==> src/sv/bpf_ram.sv <==
module bpf_ram #(
	parameter int WIDTH = 96,
	parameter int DEPTH = 24
) (
	input  logic                     clk,
	input  logic                     we,
	input  logic [$clog2(DEPTH)-1:0] waddr,
	input  logic [WIDTH-1:0]         wdata,
	input  logic                     re,
	input  logic [$clog2(DEPTH)-1:0] raddr,
	output logic [WIDTH-1:0]         rdata
);

	logic [WIDTH-1:0] mem_q [DEPTH];

	always_ff @(posedge clk) begin
		if (we) begin
			mem_q[waddr] <= wdata;
		end
		if (re) begin
			rdata <= mem_q[raddr];
		end
	end

endmodule

==> config.mk <==
export PLATFORM = sky130hd
export DESIGN_NAME = bpf_ram
export DESIGN_NICKNAME = d
export VERILOG_FILES = /design/src/sv/bpf_ram.sv
export SDC_FILE = /design/constraint.sdc
export NUM_CORES = 2
export LEC_CHECK = 0
export BUFFER_PORTS_ARGS = -buffer_cell sky130_fd_sc_hd__buf_4
export CORE_MARGIN = 2
export CORE_UTILIZATION = 40
export CTS_CLUSTER_SIZE = 16
export DETAILED_ROUTE_END_ITERATION = 16
export SLEW_MARGIN = 20
export SYNTH_ARGS = -nofsm -noshare
export SYNTH_HDL_FRONTEND = slang
export SYNTH_SLANG_ARGS = --single-unit
==> constraint.sdc <==
create_clock -name clk -period 14.3 [get_ports clk]
set_clock_uncertainty 0.2 [all_clocks]
set_input_delay 1.43 -clock clk [delete_from_list [all_inputs] [get_ports clk]]
set_output_delay 1.43 -clock clk [all_outputs]
set_load 0.1 [all_outputs]
==> out/metrics.yaml <==
global_routing:
  grt_pass1_vias: 44500
  grtUsageTotal_pct: 19.3
  grt_max_degree: 104
  overflow: 0
  grt_antenna_before_repair: 30
  grt_first_pass_wirelength_um: 320000
setup_path:
  path_cells: "buf_8 > buf_4 > buf_4 > nor2b_4 > buf_4 > a22oi_1 > o211ai_1 > o311ai_0"
  r2r_slack_ns: 12.46
  crit_fanout: 54
  crit_slowest_cell: "buf_4"
  crit_path_end: "rdata[43]"
  critPathCaptureType: "flip-flop"
  r2r-start: "mem_q[12][55]"
  r2r_cells: 3
  max_stage_delay_ns: 0.87
  critPathKind: "in2reg"
  cp-start-kind: "primary input"
  crit_required_ns: 14.65
  path_buf_inv: 4
  startpoint: "raddr[1]"
  crit_arrival_ns: 4.89
  path_depth: 8
  worstReg2RegEnd: "rdata[55]"
  path_common_cell: "buf_4"
  cp_top_family: "buffers and inverters"
power:
  switching_power_uw: 3220
  p_int_uw: 11100
  switching_share_pct: 22.5
  power.leakage_uw: 0.0327
  seqPwrFrac_pct: 55.2
  comb_power_share_pct: 5.9
  irDropWorstVdd_uv: 123
  power.density_nw_per_um2: 139
  pwr-share-clk_pct: 38.9
clock_network:
  cts_setup_buffers: 0
  clk_pin_slew_ns: 0.06
  cts_buffers: 230
  clock_path_buffers: 3
  htree_levels: 4
  cts_tree: "yes"
  cts-resized-gates: 0
  cts_sinks: 2400
  hold_buffers: 0
  ctsRootBufferMaster: "clkbuf_16"
  insertion_delay_ns: 0.87
floorplanning:
  core-area_um2: 225000
  start_util_pct: 40.3
  dieHeight_um: 481
  num_rows: 174
  fp.dieW_um: 481
  dieArea_um2: 231000
  ios: 205
timing:
  max_slew_margin_pct: 21.5
  fin_crit_sh_pct: 31.8
  hold_viol: 0
  worst_pin_slew_ns: 1.18
  setup_tns_ns: 0
  min_period_ns: 4.54
  finalMaxSlewViolations: 0
  timing.fmax_mhz: 220
  setup_violations: 0
  rsz0062_at_grt: "false"
final_layout:
  multi_input_area_um2: 17700
  fillers: 18700
  area_delta_synth_final_pct: 13.1
  drive_gt1_share_pct: 21.4
  layout.nets: 4516
  final_util_pct: 45.6
  seq_area_um2: 72100
synthesis:
  synth_edf_count: 2400
  ys_warn_count: 0
  synth_area_leaders: "edfxtp_1 (79%), mux4_2 (8.9%), mux2i_1 (5.6%), a22oi_1 (1.0%), o211ai_1 (0.79%)"
  synthDistinctLibCells: 27
  synthFlopType: "edfxtp_1"
  synth_top_area_cell: "edfxtp_1"
  avgSynthCellArea_um2: 21.9
  yosysTopAreaCellShare_pct: 79.4
  synth_most_common_cell: "edfxtp_1"
  ys_seq_area_share_pct: 79.4
  synth_common_cells: "edfxtp_1 (2,400), mux2i_1 (506), mux4_2 (358), a22oi_1 (122), clkbuf_1 (102)"
  postSynth.asyncResetShare_pct: 0
  syn_nets: 4248
  synthesis.area_um2: 90800
  synthCells: 4139
  ys_ff_latch: 2400
drt:
  route.detailed.drc: 0
  via_per_inst: 5.72
  drtIter0Drc: 5111
  totalWireLength_um: 225000
  vias: 43400
  routedWlPerCell_um: 29.6
  ant_nets: 0
  first_pass_iters: 5
run:
  drv_cap: 0
placed_design:
  gp_congestion: 0.706
  place_hpwl_um: 101000
  io_buffers: 204
worst_hold_path:
  whs_path_depth: 4
  min_path_type: "reg2reg"
status:
  status: "complete, no violations"
==> cells in the final DEF (no fill, tap or decap), types with 23 or more instances in the layout <==
| master | n |
|---|---|
| a21oi_1 | 26 |
| a221oi_1 | 70 |
| a22oi_1 | 122 |
| buf_12 | 23 |
| buf_4 | 254 |
| clkbuf_1 | 75 |
| clkbuf_16 | 230 |
| clkinv_1 | 61 |
| clkinv_2 | 30 |
| edfxtp_1 | 2400 |
| mux2_2 | 26 |
| mux2i_1 | 506 |
| mux4_2 | 358 |
| nand2_1 | 54 |
| nand3_1 | 53 |
| nor2_4 | 26 |
| o211ai_1 | 96 |
| o21ai_0 | 70 |
| o311ai_0 | 50 |
==> worst register-to-register path, delay by kind of cell (launching register included) <==
kind               cells  cell delay [ns]
AOI/OAI and AO/OA      2             0.50
muxes                  1             0.48
DFF                    1             0.38
==> state kept, by name, indices dropped and copies added, names as in the netlist <==
| register | flops |
|---|---|
| mem_q | 2304 |
| rdata | 96 |
==> cell type report <==
class | instances | share of cell area [%]
clock buffer | 305 | 5.88
sequential | 2400 | 70.1
timing repair buffer | 283 | 2.40
clock inverter | 110 | 0.733
tap | 2992 | 3.64
antenna | 8 | 0.0195
multi-input combinational | 1492 | 17.2
==> how the worst min path moves through the flow <==
stage	start	end	slack (ns)
finish	mem_q[10][72]	rdata[72]	0.48
global route	mem_q[11][92]	rdata[92]	0.53
CTS	mem_q[10][72]	rdata[72]	0.48
detailed placement	mem_q[10][72]	rdata[72]	0.46
global placement	mem_q[10][79]	rdata[79]	0.47
floorplan	mem_q[10][15]	rdata[15]	0.44
==> power groups by stage <==
| stage | Clock, uW | Sequential, uW | Combinational, uW |
|---|---|---|---|
| 2_1_floorplan | 0 | 8200 | 374 |
| 3_3_place_gp | 0 | 8050 | 836 |
| 3_5_place_dp | 0 | 8060 | 850 |
| 4_1_cts | 5680 | 7910 | 850 |
| 5_1_grt | 5940 | 7910 | 893 |
| 6_report | 5570 | 7900 | 841 |
==> logic make-up (layout without fill, tap and decap cells) <==
kind of cell           after synthesis  after routing  synth area share, %
muxes                              890            890                 14.8
other                                0              8                    0
and+or+nand+nor                    148            148                0.734
AOI/OAI and AO/OA                  454            454                 3.68
DFF                               2400           2400                 79.4
buffers and inverters              247            698                 1.46
==> per-stage QoR <==
stage               total power [uW]  hold WS [ns]  cells  cell area (um2)  setup WS, ns
finish                         14300         0.480   7590           103000          9.76
global route                   14700         0.528   7585           103000          9.59
CTS                            14400         0.480   7579           103000          9.74
detailed placement              8910         0.462   7164            95900          8.83
global placement                8890         0.474   7164            95900          8.85
floorplan                       8580         0.437   4139            90800          7.49
==> layer usage <==
| layer | part of all wire, % | track usage, % | up-vias |
|---|---|---|---|
| li1 | - | - | 18100 |
| met1 | 43 | 27.8 | 23400 |
| met5 | 0.046 | 0 | - |
| met3 | 7.8 | 4.02 | 350 |
| met2 | 47 | 30.0 | 1598 |
| met4 | 2.1 | 4.91 | 20 |
Note: power is estimated with default switching activity, not from simulation.
