File: config.mk
export PLATFORM = sky130hd
export DESIGN_NAME = bpf_div
export DESIGN_NICKNAME = d
export VERILOG_FILES = /design/src/sv/bpf_pkg.sv /design/src/sv/bpf_div.sv
export SDC_FILE = /design/constraint.sdc
export NUM_CORES = 1
export LEC_CHECK = 0
export BUFFER_PORTS_ARGS = -buffer_cell sky130_fd_sc_hd__buf_2
export CAP_MARGIN = 20
export CELL_PAD_IN_SITES_DETAIL_PLACEMENT = 0
export CELL_PAD_IN_SITES_GLOBAL_PLACEMENT = 1
export CORE_ASPECT_RATIO = 0.75
export CORE_MARGIN = 2
export CORE_UTILIZATION = 44
export CTS_BUF_LIST = sky130_fd_sc_hd__clkbuf_4
export DETAILED_ROUTE_END_ITERATION = 16
export PLACE_DENSITY_LB_ADDON = 0.1
export SLEW_MARGIN = 20
export SYNTH_ARGS = -nofsm -noshare
export SYNTH_HDL_FRONTEND = slang
export SYNTH_SLANG_ARGS = --single-unit
File: constraint.sdc
create_clock -name clk -period 2.9 [get_ports clk]
set_input_delay 0 -clock clk [delete_from_list [all_inputs] [get_ports clk]]
set_output_delay 0 -clock clk [all_outputs]
set_load 0.01 [all_outputs]
File: src/sv/bpf_pkg.sv
package bpf_pkg;

	// Register indexes on the configuration port
	localparam logic REG_SEGMENT_COUNT = 1'b0;
	localparam logic REG_SLOW_FACTOR   = 1'b1;

	// Step divider: (half << 8) / slow_factor
	localparam int DIVIDEND_W = 23;
	localparam int DIVISOR_W  = 16;

	// Blend datapath: coordinates widened to CWIDE, cut into CHUNK-bit pieces
	localparam int CWIDE = 48;
	localparam int CHUNK = 24;
	localparam int ACC_W = 80;

	typedef struct packed {
		logic                  start;
		logic [DIVIDEND_W-1:0] dividend;
		logic [DIVISOR_W-1:0]  divisor;
	} div_req_t;

	typedef struct packed {
		logic                  done;
		logic [DIVIDEND_W-1:0] quotient;
	} div_rsp_t;

endpackage

File: src/sv/bpf_div.sv
module bpf_div (
	input  logic              clk,
	input  logic              arst_n,
	input  bpf_pkg::div_req_t req,
	output bpf_pkg::div_rsp_t rsp
);

	localparam int NW = bpf_pkg::DIVIDEND_W;
	localparam int DW = bpf_pkg::DIVISOR_W;

	logic [DW-1:0]        den_q;
	logic [DW-1:0]        rem_q;
	logic [NW-1:0]        quo_q;
	logic [$clog2(NW):0]  cnt_q;
	logic                 busy_q;
	logic                 done_q;
	logic [DW:0]          shifted;
	logic                 fits;

	assign shifted = {rem_q, quo_q[NW-1]};
	assign fits    = shifted >= {1'b0, den_q};

	always_ff @(posedge clk or negedge arst_n) begin
		if (!arst_n) begin
			busy_q <= 1'b0;
			done_q <= 1'b0;
			cnt_q  <= '0;
		end else begin
			done_q <= 1'b0;
			if (req.start) begin
				busy_q <= 1'b1;
				cnt_q  <= ($clog2(NW)+1)'(NW);
			end else if (busy_q) begin
				cnt_q <= cnt_q - 1'b1;
				if (cnt_q == 1) begin
					busy_q <= 1'b0;
					done_q <= 1'b1;
				end
			end
		end
	end

	// one quotient bit per cycle, restoring
	always_ff @(posedge clk) begin
		if (req.start) begin
			den_q <= req.divisor;
			rem_q <= '0;
			quo_q <= req.dividend;
		end else if (busy_q) begin
			rem_q <= fits ? DW'(shifted - {1'b0, den_q}) : shifted[DW-1:0];
			quo_q <= {quo_q[NW-2:0], fits};
		end
	end

	assign rsp.done     = done_q;
	assign rsp.quotient = quo_q;

endmodule

==> flow_results.org <==
** Outcome
- Outcome :: completed

** Finish
- The final layout contains 478 nets.
- The library cell used most frequently in the layout, excluding fill and tap cells, is sky130_fd_sc_hd__buf_2.
- From synthesis to final layout, the design area changed by 29.21%.
- In the layout the commonest cells are sky130_fd_sc_hd__buf_2 (65), sky130_fd_sc_hd__dlygate4sd3_1 (41), sky130_fd_sc_hd__edfxtp_1 (39).
- In the final layout, the share of cells above drive strength 1 is 0.2630.
- Final standard cell area without fillers :: 4334 um^2
- Layout Cells excl Fill :: 523
- The repair_antennas step left the layout with diodes totalling 0.

** Yosys
- Yosys printed 0 warnings.
- Of all cell types, the one taking the most synthesized area is sky130_fd_sc_hd__edfxtp_1.
- Share of synthesized area occupied by flip-flops and latches :: 0.5043
- Mean instance size in the synthesized netlist :: 10.89 um^2
- Dominant cells by area after synthesis :: sky130_fd_sc_hd__edfxtp_1 (35%), sky130_fd_sc_hd__dfxtp_1 (9.5%), sky130_fd_sc_hd__mux2_2 (7.7%), sky130_fd_sc_hd__ha_1 (6.7%), sky130_fd_sc_hd__dfrtp_1 (6.0%)
- The netlist uses 40 different library cells.
- Cell count after synthesis :: 308
- Of the post-synthesis cell area, the dominant cell type holds 0.3491.
- Number of flip-flops and latches in the synthesized netlist :: 63
- The number of nets handed over by synthesis was 369.
- After synthesis the cells add up to 3354 um^2.

** Worst setup path
- For the worst flop-to-flop path, the logic depth is 10.
- In this design, the critical path's most frequently occurring cell is sky130_fd_sc_hd__a211oi_1.
- Startpoint of the worst register-to-register path :: den_q[12]
- Slowest Stage Delay on Critical Path :: 430 ps
- The setup path with the least slack is of type reg2reg.
- Data on the critical path is required at its endpoint by 3230 ps.
- In this run the register-to-register setup slack is 270 ps.
- The worst setup path is captured at a flip-flop.
- The signal on the critical path passes through inv_1 -> ha_1 -> a21oi_1 -> o21a_1 -> o21ai_1 -> a211oi_1 -> o211a_1 -> buf_4 -> mux2i_1 -> a211oi_1.
- Critical path fanouts, max :: 11
- Data arrives at the worst endpoint at 2960 ps.
- The largest individual stage delay along the critical path comes from the cell sky130_fd_sc_hd__o211a_1.
- Startpoint kind of the worst setup timing path :: flip-flop
- The worst register-to-register path ends at rem_q[5].

** STA
- Final hold vios :: 0
- Measured against its own limit, the worst slew margin works out to 0.5546.
- For the pin with the worst max-slew slack, the measured transition is 668.1 ps.
- Hold timing on the final database bottoms out at a slack of 122.4 ps.
- Setup violations remaining at the end of the flow were counted as 0.
- For this run, the top clock speed supported by timing is 379.6 MHz.
- Slew Limit Fails :: 0
- Aggregate negative setup slack :: 0 ps
- Setup repair after global routing missed its margin :: false
- Time the final worst path needs with I/O delays and setup :: 2634 ps
- Clock skew on the completed layout was measured at 11.55 ps.
- Setup slack closes at 266.0 ps.
- In the finished design, the share of the clock period the worst path needs comes to 0.9083.

** Power and ir drop
- Internal power :: 1.605 mW
- Standby leakage power :: 1.917 nW
- The share of total power dissipated in sequential elements is 0.478.
- Clock network power share :: 0.265
- Psw :: 0.6866 mW
- Of the total power, the share spent switching nets is 0.2996.
- In this run the power density over the cells is 528.7 nW/um^2.
- Combinational share of power :: 0.257
- VDD sags by at most 0.0002635 V.

** Drt
- Detailed-route via count :: 2579
- Count of routing violations after the opening detailed-route iteration :: 123
- After detailed routing, the average wire length per cell comes to 13.66 um.
- Total wire length after detailed routing :: 7.142 mm
- Detailed-routing wirelength on met1 :: 3.693 mm
- Met2 wire len :: 2.981 mm
- After detailed routing, the met3 layer carries 370 um of wire.
- After detailed routing, no signal wire sits above met4.
- After detailed routing, the number of remaining DRC violations is 0.
- For this run, the detailed router's first-pass iteration total came to 4.
- Using the TritonRoute via totals, the vias-per-cell ratio works out to 4.931.
- Remaining antenna violation count after routing :: 0

** Placed design
- During placement, the flow inserted port buffers numbering 65.
- GP Congestion :: 0.7629
- Sum of net half-perimeters after detailed placement :: 4.917 mm
- Cell count after placement :: 466
- Placed cell area :: 3787 um^2
- Place WS :: 309.5 ps

** Clock network
- Clock transition at path regs :: 110 ps
- CTS tree :: done
- Insertion delay of the later-clocked pin in the worst-skew pair :: 410 ps
- Root buffer cell :: sky130_fd_sc_hd__clkbuf_4
- Setup bufs post-CTS :: 0
- No sink is reached through more buffers than the 2 on the longest clock path.
- The number of clock buffers added by TritonCTS is 9.
- The tree built by TritonCTS fans out to 63 sinks.
- Max H-tree Level :: 3

** Global route
- Maximum number of pins on one net before global-route repair :: 34
- The initial antenna violation count is 0.
- Total global routing track utilization :: 0.1804
- After global routing the overflow that remains totals 0.
- Via count of the first global-routing pass :: 2485
- Global-route wire length before repair :: 11.90 mm

** Die
- After floorplanning, the core was divided into 27 placement rows.
- Die height :: 79.62 um
- Effective utilization at floorplan :: 0.4555
- Standard cell core area :: 7365 um^2
- 66 I/O pins were placed.
- Die span in x :: 104.8 um
- The die covers 8345 um^2.

** Run
- Max-cap violations in this run came to 0.

** Hold path
- The path with the worst hold slack has its endpoint at cnt_q[3].
- Start point of the worst hold path :: req[39]
- WHS Path Cells :: 2
- The path class of the tightest hold or removal check is in2reg.
[critical path: cells and delay by family (launching register included)]
family / cells / cell delay [ps]
flip-flops: 1 / 340
buffers and inverters: 2 / 310
AO/OA/AOI/OAI: 6 / 1460
multiplexers: 1 / 90
adder cells (fa/ha/maj): 1 / 340
[how the worst max path moves through the flow]
stage / start / endpoint / slack (ps) / depth (start not counted)
final: den_q[12] / rem_q[5] / 270 / 10
after global routing: den_q[12] / rem_q[5] / 50 / 10
after CTS: den_q[12] / rem_q[8] / 290 / 10
after detailed placement: den_q[12] / rem_q[8] / 310 / 10
after global placement: den_q[12] / rem_q[5] / 310 / 10
after floorplan: quo_q[22] / rem_q[14] / 530 / 9
[layout make-up]
| class | instances | area [um^2] |
|---|---|---|
| clock buffers | 10 | 75.07 |
| clock inverters | 6 | 61.31 |
| fillers | 665 | 3030 |
| inverters | 22 | 82.58 |
| multi-input cells | 210 | 1524 |
| flip-flops and latches | 63 | 1692 |
| well taps | 101 | 126.4 |
| repair buffers | 111 | 773.2 |
[synth_stat cells (all sizes together)]
cell type and count:
edfxtp 39, nor2 31, mux2 23, inv 22, nand2 22, a21oi 18, ha 18, dfxtp 16
xnor2 14, a211oi 12, o21ai 12, clkbuf 11, mux2i 11, nand2b 10, dfrtp 8, o31ai 4
xor2 4, a32oi 3, nand3 3, nor3 3, o21a 3, a21o 2, buf 2, nand4 2
nor2b 2, a2111oi 1, a22oi 1, and2 1, fa 1, nor4b 1, o211a 1, o211ai 1
o21bai 1, o221ai 1, o311ai 1, or3 1, or4 1, or4b 1
[power by group through the flow]
stage | clock (mW) | combinational (mW) | sequential (mW)
floorplan | 0 | 0.379 | 1.12
global placement | 0 | 0.545 | 1.11
CTS | 0.631 | 0.590 | 1.10
detailed placement | 0 | 0.543 | 1.12
global route | 0.663 | 0.656 | 1.11
finish | 0.607 | 0.589 | 1.10
[metal layers]
metal,vias to the layer above,global-route usage
met5,-,0
met2,52,0.2591
li1,1319,-
met4,0,0.05333
met1,1198,0.2621
met3,10,0.05388
[through the flow]
step / utilization / power, mW
CTS: 0.5885 / 2.318
floorplan: - / 1.501
detailed placement: 0.5143 / 1.659
finish: 0.5885 / 2.292
global placement: 0.5143 / 1.659
global route: 0.5885 / 2.428
[repair_timing]
item | CTS | global route
gates resized for setup | 0 | 0
endpoints found under the setup margin | 0 | 0
hold buffers | 41 | 0
hold endpoints to repair | 47 | 0
[flip-flops by register name (all words and copies together), names as in the netlist]
name    count
cnt_q       6
quo_q      23
done_q      1
den_q      16
busy_q      1
rem_q      16
[kinds of logic after synthesis]
logic type / Yosys count / share of synthesized area
and+or+nand+nor: 78 / 0.1059
DFF: 63 / 0.5043
AOI/OAI and AO/OA: 61 / 0.1182
buffers and inverters: 35 / 0.04140
muxes: 34 / 0.1100
adders and majority gates: 19 / 0.07311
xor gates and xnor gates: 18 / 0.04700
(Power assumes the default switching activity.)
